==> src/rtl/core/sfrd_pkg.sv <==
// Package for the file receive deframer: transaction structs, codes and tag words.
// No dependencies; imported by sync_file_receive_deframer.
package sfrd_pkg;

   localparam logic [31:0] TAG_DATA = 32'h4154_4144;
   localparam logic [31:0] TAG_DONE = 32'h454E_4F44;
   localparam logic [31:0] TAG_FAIL = 32'h4C49_4146;

   localparam logic [31:0] HEADER_LEN = 32'd8;

   typedef enum logic [1:0] {
      OP_OPEN  = 2'd0,
      OP_START = 2'd1,
      OP_BYTE  = 2'd2,
      OP_CLOSE = 2'd3
   } op_type;

   typedef enum logic [2:0] {
      K_BYTE   = 3'd0,
      K_EOF    = 3'd1,
      K_FAIL   = 3'd2,
      K_OPENED = 3'd3,
      K_NOSLOT = 3'd4
   } kind_type;

   typedef enum logic [2:0] {
      PH_FREE     = 3'd0,
      PH_OPEN     = 3'd1,
      PH_HEADER   = 3'd2,
      PH_DATA     = 3'd3,
      PH_FAILDATA = 3'd4
   } phase_type;

   typedef enum logic [1:0] {
      MT_DATA = 2'd0,
      MT_DONE = 2'd1,
      MT_FAIL = 2'd2
   } mtag_type;

   typedef struct packed {
      op_type      opcode;
      logic [1:0]  slot;
      logic [7:0]  rx_byte;
      logic        chunk_end;
   } req_type;

   typedef struct packed {
      kind_type    kind;
      logic [1:0]  out_slot;
      logic [7:0]  payload_byte;
      logic        close_channel;
      logic        last;
   } rsp_type;

endpackage

==> src/rtl/core/sync_file_receive_deframer.sv <==
// File receive deframer top level: input register, per-slot parser, result queue.
// Depends on sfrd_pkg.
//
// The block accepts one transaction per cycle on the req channel while req_ready is
// high. Each accepted transaction is held in an input register and handled, once the
// result queue holds at most two entries, by a single read-modify-write of one slot's
// state (the addressed slot, or the lowest free slot for an open: phase, remaining
// count, header bytes, message tag, drop flag), which pushes zero, one or two results
// into a four-entry result queue; results leave on the rsp channel one per cycle while
// rsp_ready is high, so the first result of a transaction passes the input register
// and the result queue before it is offered. Items that give at most one result
// sustain one per cycle while rsp_ready holds; a payload byte that also ends the file
// gives two, and the single rsp port then sets the pace. Per-slot header bytes have no reset.
module sync_file_receive_deframer
   import sfrd_pkg::*;
#(
   parameter int SLOTS = 4
) (
   input  logic    clock,
   input  logic    reset,
   input  logic    req_valid,
   output logic    req_ready,
   input  req_type req_payload,
   output logic    rsp_valid,
   input  logic    rsp_ready,
   output rsp_type rsp_payload
);

   localparam int SLOT_W = (SLOTS > 1) ? $clog2(SLOTS) : 1;
   localparam int QDEPTH = 4;
   localparam int PTR_W  = 2;
   localparam int CNT_W  = 3;

   req_type           in_ff;
   logic              in_valid_ff;
   logic              in_valid_in;

   phase_type         phase_ff   [SLOTS];
   logic [31:0]       remain_ff  [SLOTS];
   logic [63:0]       header_ff  [SLOTS];
   mtag_type          mtag_ff    [SLOTS];
   logic              drop_ff    [SLOTS];

   rsp_type           queue_ff   [QDEPTH];
   logic [PTR_W-1:0]  head_ff;
   logic [PTR_W-1:0]  tail_ff;
   logic [CNT_W-1:0]  count_ff;
   logic [PTR_W-1:0]  head_in;
   logic [PTR_W-1:0]  tail_in;
   logic [CNT_W-1:0]  count_in;

   logic              fire;
   logic              pop;
   logic              slot_ok;
   logic [SLOT_W-1:0] sidx;
   logic [SLOT_W-1:0] open_idx;
   logic              open_found;

   phase_type         phase_in;
   logic [31:0]       remain_in;
   logic [63:0]       header_in;
   mtag_type          mtag_in;
   logic              drop_in;
   logic              wr_en;
   logic              hdr_wr;
   logic [SLOT_W-1:0] wr_idx;

   logic [2:0]        pos;
   logic [31:0]       tag_word;
   logic [31:0]       len_word;
   logic              data_done;
   logic              finish;
   kind_type          finish_kind;
   logic [1:0]        n_res;
   rsp_type           res0;
   rsp_type           res1;

   assign fire      = in_valid_ff && (count_ff <= CNT_W'(QDEPTH - 2));
   assign req_ready = !in_valid_ff || fire;
   assign pop       = rsp_valid && rsp_ready;
   assign rsp_valid = (count_ff != '0);
   assign rsp_payload = queue_ff[head_ff];

   assign slot_ok = (32'(in_ff.slot) < 32'(SLOTS));
   assign sidx    = SLOT_W'(in_ff.slot);

   always_comb begin
      open_found = 1'b0;
      open_idx   = '0;
      for (int i = SLOTS - 1; i >= 0; i--) begin
         if (phase_ff[i] == PH_FREE || 3'(phase_ff[i]) > 3'(PH_FAILDATA)) begin
            open_found = 1'b1;
            open_idx   = SLOT_W'(i);
         end
      end
   end

   always_comb begin
      phase_in    = phase_ff[sidx];
      remain_in   = remain_ff[sidx];
      mtag_in     = mtag_ff[sidx];
      drop_in     = drop_ff[sidx];
      header_in   = header_ff[sidx];
      wr_en       = 1'b0;
      hdr_wr      = 1'b0;
      wr_idx      = sidx;
      data_done   = 1'b0;
      finish      = 1'b0;
      finish_kind = K_FAIL;
      n_res       = 2'd0;
      res0        = '0;
      res1        = '0;
      pos         = 3'd0 - remain_ff[sidx][2:0];
      header_in[{pos, 3'b000} +: 8] = in_ff.rx_byte;
      tag_word    = header_in[31:0];
      len_word    = header_in[63:32];

      unique case (in_ff.opcode)
         OP_OPEN: begin
            n_res = 2'd1;
            if (open_found) begin
               wr_en          = 1'b1;
               wr_idx         = open_idx;
               phase_in       = PH_OPEN;
               remain_in      = '0;
               mtag_in        = MT_DATA;
               drop_in        = drop_ff[open_idx];
               res0.kind      = K_OPENED;
               res0.out_slot  = 2'(open_idx);
            end else begin
               res0.kind      = K_NOSLOT;
            end
         end
         OP_START: begin
            if (slot_ok && phase_ff[sidx] == PH_OPEN) begin
               wr_en     = 1'b1;
               phase_in  = PH_HEADER;
               remain_in = HEADER_LEN;
            end
         end
         OP_BYTE: begin
            if (slot_ok) begin
               wr_en = 1'b1;
               if (drop_ff[sidx]) begin
                  if (in_ff.chunk_end) begin
                     drop_in = 1'b0;
                  end
               end else begin
                  case (phase_ff[sidx])
                     PH_HEADER: begin
                        hdr_wr = 1'b1;
                        if (remain_ff[sidx] > 32'd1 && remain_ff[sidx] <= HEADER_LEN) begin
                           remain_in = remain_ff[sidx] - 32'd1;
                        end else begin
                           remain_in = len_word;
                           if (tag_word == TAG_DATA || tag_word == TAG_DONE) begin
                              phase_in  = PH_DATA;
                              mtag_in   = (tag_word == TAG_DONE) ? MT_DONE : MT_DATA;
                              data_done = (len_word == '0);
                           end else if (tag_word == TAG_FAIL) begin
                              phase_in  = PH_FAILDATA;
                              mtag_in   = MT_FAIL;
                              finish    = (len_word == '0);
                           end else begin
                              finish    = 1'b1;
                           end
                        end
                     end
                     PH_DATA: begin
                        if (remain_ff[sidx] == '0) begin
                           data_done = 1'b1;
                        end else begin
                           n_res             = 2'd1;
                           res0.kind         = K_BYTE;
                           res0.out_slot     = in_ff.slot;
                           res0.payload_byte = in_ff.rx_byte;
                           remain_in         = remain_ff[sidx] - 32'd1;
                           data_done         = (remain_ff[sidx] == 32'd1);
                        end
                     end
                     PH_FAILDATA: begin
                        if (remain_ff[sidx] > 32'd1) begin
                           remain_in = remain_ff[sidx] - 32'd1;
                        end else begin
                           finish = 1'b1;
                        end
                     end
                     default: begin
                        finish = 1'b1;
                     end
                  endcase
               end
            end
         end
         OP_CLOSE: begin
            if (slot_ok) begin
               wr_en         = 1'b1;
               n_res         = 2'd1;
               res0.kind     = K_FAIL;
               res0.out_slot = in_ff.slot;
               phase_in      = PH_FREE;
               remain_in     = '0;
               mtag_in       = MT_DATA;
               drop_in       = 1'b0;
            end
         end
         default: begin
         end
      endcase

      if (data_done) begin
         if (mtag_in == MT_DONE) begin
            finish      = 1'b1;
            finish_kind = in_ff.chunk_end ? K_EOF : K_FAIL;
         end else begin
            phase_in  = PH_HEADER;
            remain_in = HEADER_LEN;
         end
      end

      if (finish) begin
         phase_in  = PH_FREE;
         remain_in = '0;
         mtag_in   = MT_DATA;
         drop_in   = !in_ff.chunk_end;
         if (n_res == 2'd0) begin
            res0.kind          = finish_kind;
            res0.out_slot      = in_ff.slot;
            res0.close_channel = 1'b1;
         end else begin
            res1.kind          = finish_kind;
            res1.out_slot      = in_ff.slot;
            res1.close_channel = 1'b1;
         end
         n_res = n_res + 2'd1;
      end

      res0.last = (n_res == 2'd1);
      res1.last = 1'b1;
   end

   assign in_valid_in = (req_valid && req_ready) ? 1'b1 : (fire ? 1'b0 : in_valid_ff);

   always_ff @(posedge clock) begin
      if (reset) begin
         in_valid_ff <= 1'b0;
      end else begin
         in_valid_ff <= in_valid_in;
      end
   end

   always_ff @(posedge clock) begin
      if (req_valid && req_ready) begin
         in_ff <= req_payload;
      end
   end

   always_ff @(posedge clock) begin
      if (reset) begin
         for (int i = 0; i < SLOTS; i++) begin
            phase_ff[i]  <= PH_FREE;
            remain_ff[i] <= '0;
            mtag_ff[i]   <= MT_DATA;
            drop_ff[i]   <= 1'b0;
         end
      end else if (fire && wr_en) begin
         phase_ff[wr_idx]  <= phase_in;
         remain_ff[wr_idx] <= remain_in;
         mtag_ff[wr_idx]   <= mtag_in;
         drop_ff[wr_idx]   <= drop_in;
      end
   end

   always_ff @(posedge clock) begin
      if (fire && hdr_wr) begin
         header_ff[sidx] <= header_in;
      end
   end

   always_comb begin
      head_in  = pop ? head_ff + PTR_W'(1) : head_ff;
      tail_in  = fire ? tail_ff + PTR_W'(n_res) : tail_ff;
      count_in = count_ff + (fire ? CNT_W'(n_res) : '0) - (pop ? CNT_W'(1) : '0);
   end

   always_ff @(posedge clock) begin
      if (reset) begin
         head_ff  <= '0;
         tail_ff  <= '0;
         count_ff <= '0;
      end else begin
         head_ff  <= head_in;
         tail_ff  <= tail_in;
         count_ff <= count_in;
      end
   end

   always_ff @(posedge clock) begin
      if (fire && n_res != 2'd0) begin
         queue_ff[tail_ff] <= res0;
      end
      if (fire && n_res == 2'd2) begin
         queue_ff[tail_ff + PTR_W'(1)] <= res1;
      end
   end

endmodule
==> config.mk <==
export PLATFORM = sky130hd
export DESIGN_NAME = sync_file_receive_deframer
export DESIGN_NICKNAME = d
export VERILOG_FILES = /design/src/rtl/core/sfrd_pkg.sv /design/src/rtl/core/sync_file_receive_deframer.sv
export SDC_FILE = /design/constraint.sdc
export NUM_CORES = 1
export LEC_CHECK = 0
export BUFFER_PORTS_ARGS = -buffer_cell sky130_fd_sc_hd__clkbuf_2
export CAP_MARGIN = 25
export CORE_UTILIZATION = 40
export DETAILED_ROUTE_END_ITERATION = 8
export GPL_ROUTABILITY_DRIVEN = 0
export HOLD_SLACK_MARGIN = 0.02
export PLACE_DENSITY_LB_ADDON = 0.15
export SYNTH_ARGS = -nofsm -noshare
export SYNTH_HDL_FRONTEND = slang
export SYNTH_SLANG_ARGS = --single-unit
==> constraint.sdc <==
create_clock -name clock -period 17.75 [get_ports clock]
set_input_delay 3.55 -clock clock [delete_from_list [all_inputs] [get_ports clock]]
set_output_delay 3.55 -clock clock [all_outputs]
set_load 0.005 [all_outputs]
==> flow_summary_export.csv <==
group,metric,value,unit
run_status,outcome,"complete, no violations",
setup_path,critical_path_arrival,9.34,ns
cts,tritoncts.num_buffers,53,
job,max_cap_viol_count,0,
setup_path,setup.worst_path.class,"reg2reg",
synthesis,syn-num-nets,1817,
synthesis,syn-instance-count,1780,
finish,final_layout_size_suffix_gt1_frac,0.185,
cts,cts.repair.resized,0,
setup_path,maximum_fanout_count_along_the_critical_path,41,
synthesis,dominantRegCellSynth,"sky130_fd_sc_hd__edfxtp_1",
floorplan,io-pin-count,34,
routing,met1_length,28.7,mm
cts,post_cts_hold_buffer_count,0,
place,placement.io_buffers,33,
setup_path,crit_path_end_kind,"register",
cts,latest_clock_arrival_within_the_worst_skew_pair,0.61,ns
grt,grt-ovfl-total,0,
grt,number_of_global_route_vias_before_repair,15400,
sta,setup_viol_count_final,0,
finish,finalNonFillerCells,2611,
cts,cts_setup_buffers,0,
sta,fin_setup_tns,0,ns
setup_path,critPathLaunchType,"register",
sta,tightestPinTransition,1.03,ns
floorplan,initial_standard_cell_utilization_of_the_core,0.409,
synthesis,synth-seq-cells,493,
grt,initial_antenna_violation_count,0,
floorplan,floorplan.die_area,0.0604,mm2
synthesis,synth_edf_count,441,
floorplan,die_h,246,um
grt,grt_start_max_net_pins,65,
finish,synthToLayoutAreaGrowth,11.2,%
floorplan,core_area,0.0581,mm2
setup_path,worstRegToRegCells,23,
routing,drt-total-wl,65.5,mm
routing,top_layer,"met4",
routing,via_count,15500,
synthesis,yosysUniqueCellTypes,96,
worst_hold_path,whs_path_depth,2,
sta,finalMaxSlewViolations,0,
grt,grt_pass1_wl,98.8,mm
cts,tritoncts_clock_tree,"built",
sta,finalHoldViolations,0,
power_and_ir_drop,vdd.ir_drop.worst,104,uV
floorplan,dieWidth,246,um
setup_path,critPathRequiredTime,18.25,ns
routing,routed_wl_met3,4.32,mm
routing,wl_met2,30.7,mm
sta,slew-limit-headroom,0.308,
routing,first_pass_detailed_route_iteration_total,5,
sta,clock.fmax,0.113,GHz
floorplan,placementRows,88,
sta,min_period,8.84,ns
synthesis,synth_seq_area_share,0.601,
cts,cts.htree.levels,2,
sta,finalCritPeriodShare,0.498,
power_and_ir_drop,p_per_area,115,mW/mm2
cts,clock_root_buffer,"sky130_fd_sc_hd__clkbuf_16",
routing,wl_per_cell,25.1,um
cts,cts.path.max_buffers,3,
synthesis,syn-cell-area,0.0238,mm2
routing,drt_iter0_drc,1503,
routing,detail-route-antenna-nets,0,
cts,clk_pin_slew_worst_paths,0.06,ns
cts,numClockSinks,493,
finish,antenna-diode-count,0,
routing,post-route-drc-count,0,
synthesis,syn-mean-instance-area,13.3,um2
synthesis,ys.warnings.count,0,
place,numPlacedInstances,2507,
finish,layout.nets,1840,
finish,nFillCells,5247,
power_and_ir_drop,static-leakage-power,8.84,nW
place,detailedPlacementHpwl,43.3,mm
routing,post_drt_via_cell_ratio,5.94,
sta,clock_skew,0.0268,ns
worst_hold_path,hold_path.class,"reg2reg",
grt,grt_use_total,0.219,
synthesis,async_flop_share,0,
sta,rsz0062_at_grt,"no",
kinds of logic (layout without fill, tap and decap cells):
group           Yosys count  after routing  share of synthesized area
mux                     162            162                      0.134
buf+inv                 154            220                     0.0314
xor+xnor                  7              7                    0.00258
simple gates            612            612                      0.123
fa+ha+maj                20             20                     0.0109
flops                   493            493                      0.601
compound gates          332            332                     0.0968
Yosys cell counts (23+ instances only):
| library cell | n | area (um2) |
|---|---|---|
| sky130_fd_sc_hd__nor2_1 | 210 | 788 |
| sky130_fd_sc_hd__o21ai_0 | 106 | 531 |
| sky130_fd_sc_hd__inv_1 | 50 | 188 |
| sky130_fd_sc_hd__nand2b_1 | 23 | 144 |
| sky130_fd_sc_hd__a21oi_1 | 42 | 210 |
| sky130_fd_sc_hd__nand3_1 | 27 | 135 |
| sky130_fd_sc_hd__edfxtp_1 | 441 | 13200 |
| sky130_fd_sc_hd__mux2_2 | 31 | 349 |
| sky130_fd_sc_hd__mux4_2 | 106 | 2390 |
| sky130_fd_sc_hd__dfxtp_1 | 52 | 1040 |
| sky130_fd_sc_hd__nand2_1 | 176 | 661 |
| sky130_fd_sc_hd__clkbuf_1 | 60 | 225 |
critical path, stage by stage, from the launching register on:
cell	delay, ns
sky130_fd_sc_hd__dfxtp_4	0.89
sky130_fd_sc_hd__buf_4	0.71
sky130_fd_sc_hd__mux4_2	0.75
sky130_fd_sc_hd__inv_1	0.20
sky130_fd_sc_hd__ha_1	0.36
sky130_fd_sc_hd__nor2_1	0.09
sky130_fd_sc_hd__mux2_2	0.41
sky130_fd_sc_hd__nor2_1	0.20
sky130_fd_sc_hd__ha_1	0.45
sky130_fd_sc_hd__nor2b_1	0.22
sky130_fd_sc_hd__nand4_2	0.38
sky130_fd_sc_hd__mux2_2	0.43
sky130_fd_sc_hd__a211oi_2	0.30
sky130_fd_sc_hd__nand4_1	0.32
sky130_fd_sc_hd__a21oi_1	0.26
sky130_fd_sc_hd__nor2_1	0.17
sky130_fd_sc_hd__a21oi_2	0.26
sky130_fd_sc_hd__inv_1	0.27
sky130_fd_sc_hd__ha_1	0.32
sky130_fd_sc_hd__nand2_1	0.15
sky130_fd_sc_hd__nor2_1	0.13
sky130_fd_sc_hd__nor2_1	0.80
sky130_fd_sc_hd__inv_1	0.36
sky130_fd_sc_hd__o22a_1	0.27
power by group:
group          leakage (nW)  total, mW  internal, mW  switching, mW
combinational          3.40      0.567         0.203          0.364
clock                 0.827       1.10         0.636          0.459
sequential             4.61       1.37          1.33         0.0350
total                  8.84       3.03          2.17          0.858
registers in the layout, summed over array words and instances, names as in the netlist, 3 cells and up, named ones only:
signal	flops
count_ff	3
drop_ff	4
header_ff	256
in_ff	11
mtag_ff	8
phase_ff	12
queue_ff	60
remain_ff	128
cell type report:
type | count | area [um2] | area share
Sequential cell | 493 | 14300 | 0.541
Inverter | 50 | 188 | 0.00711
Clock inverter | 27 | 288 | 0.0109
Multi-Input combinational cell | 1133 | 8750 | 0.331
Tap cell | 765 | 957 | 0.0362
Timing Repair Buffer | 72 | 508 | 0.0192
Clock buffer | 71 | 1420 | 0.0539
worst paths after layout:
| check | startpoint | slack [ns] | to |
|---|---|---|---|
| setup / recovery | register | 8.91 | queue_ff[2][0]$_SDFFE_PP1P_ |
| hold / removal | queue_ff[3][2]$_SDFFE_PP0P_ | 0.45 | queue_ff[3][2]$_SDFFE_PP0P_ |
| setup reg to reg | register | 8.91 | queue_ff[2][0]$_SDFFE_PP1P_ |
| hold reg to reg | queue_ff[3][2]$_SDFFE_PP0P_ | 0.45 | queue_ff[3][2]$_SDFFE_PP0P_ |
placed cells by master, fill, tap and decap left out, types with 8 or more instances in the layout:
| cell type | count |
|---|---|
| sky130_fd_sc_hd__a21o_1 | 10 |
| sky130_fd_sc_hd__a21oi_1 | 42 |
| sky130_fd_sc_hd__a22o_1 | 19 |
| sky130_fd_sc_hd__a22oi_1 | 21 |
| sky130_fd_sc_hd__a31oi_1 | 10 |
| sky130_fd_sc_hd__and2_1 | 19 |
| sky130_fd_sc_hd__and3_1 | 11 |
| sky130_fd_sc_hd__buf_4 | 33 |
| sky130_fd_sc_hd__clkbuf_1 | 15 |
| sky130_fd_sc_hd__clkbuf_16 | 53 |
| sky130_fd_sc_hd__clkbuf_2 | 34 |
| sky130_fd_sc_hd__clkinv_1 | 9 |
| sky130_fd_sc_hd__dfxtp_1 | 50 |
| sky130_fd_sc_hd__edfxtp_1 | 441 |
| sky130_fd_sc_hd__ha_1 | 19 |
| sky130_fd_sc_hd__inv_1 | 50 |
| sky130_fd_sc_hd__mux2_2 | 31 |
| sky130_fd_sc_hd__mux2i_1 | 12 |
| sky130_fd_sc_hd__mux4_1 | 11 |
| sky130_fd_sc_hd__mux4_2 | 106 |
| sky130_fd_sc_hd__nand2_1 | 176 |
| sky130_fd_sc_hd__nand2b_1 | 20 |
| sky130_fd_sc_hd__nand3_1 | 27 |
| sky130_fd_sc_hd__nand4_1 | 12 |
| sky130_fd_sc_hd__nor2_1 | 210 |
| sky130_fd_sc_hd__nor2b_1 | 14 |
| sky130_fd_sc_hd__nor3_1 | 20 |
| sky130_fd_sc_hd__nor4_1 | 14 |
| sky130_fd_sc_hd__o21ai_0 | 105 |
| sky130_fd_sc_hd__o22ai_1 | 16 |
| sky130_fd_sc_hd__o2bb2ai_1 | 10 |
| sky130_fd_sc_hd__o41ai_1 | 8 |
| sky130_fd_sc_hd__or2_2 | 15 |
| sky130_fd_sc_hd__or3_1 | 22 |
stage by stage:
stage	hold slack [ns]	cell area [um2]	total power, mW	worst slack, ns	utilization
floorplan	0.414	23800	1.77	10.56	-
global placement	0.430	24600	1.94	9.27	0.423
detailed placement	0.442	24600	1.95	8.97	0.424
CTS	0.454	26300	3.05	8.97	0.453
global route	0.478	26400	3.14	8.20	0.454
finish	0.453	26400	3.03	8.91	0.454
routing by layer:
layer | vias to the layer above | GRT usage
li1 | 6937 | -
met1 | 7906 | 0.304
met2 | 567 | 0.347
met3 | 102 | 0.0420
met4 | 0 | 0.0709
met5 | - | 0
No activity file was read; power rests on OpenSTA's default activity.
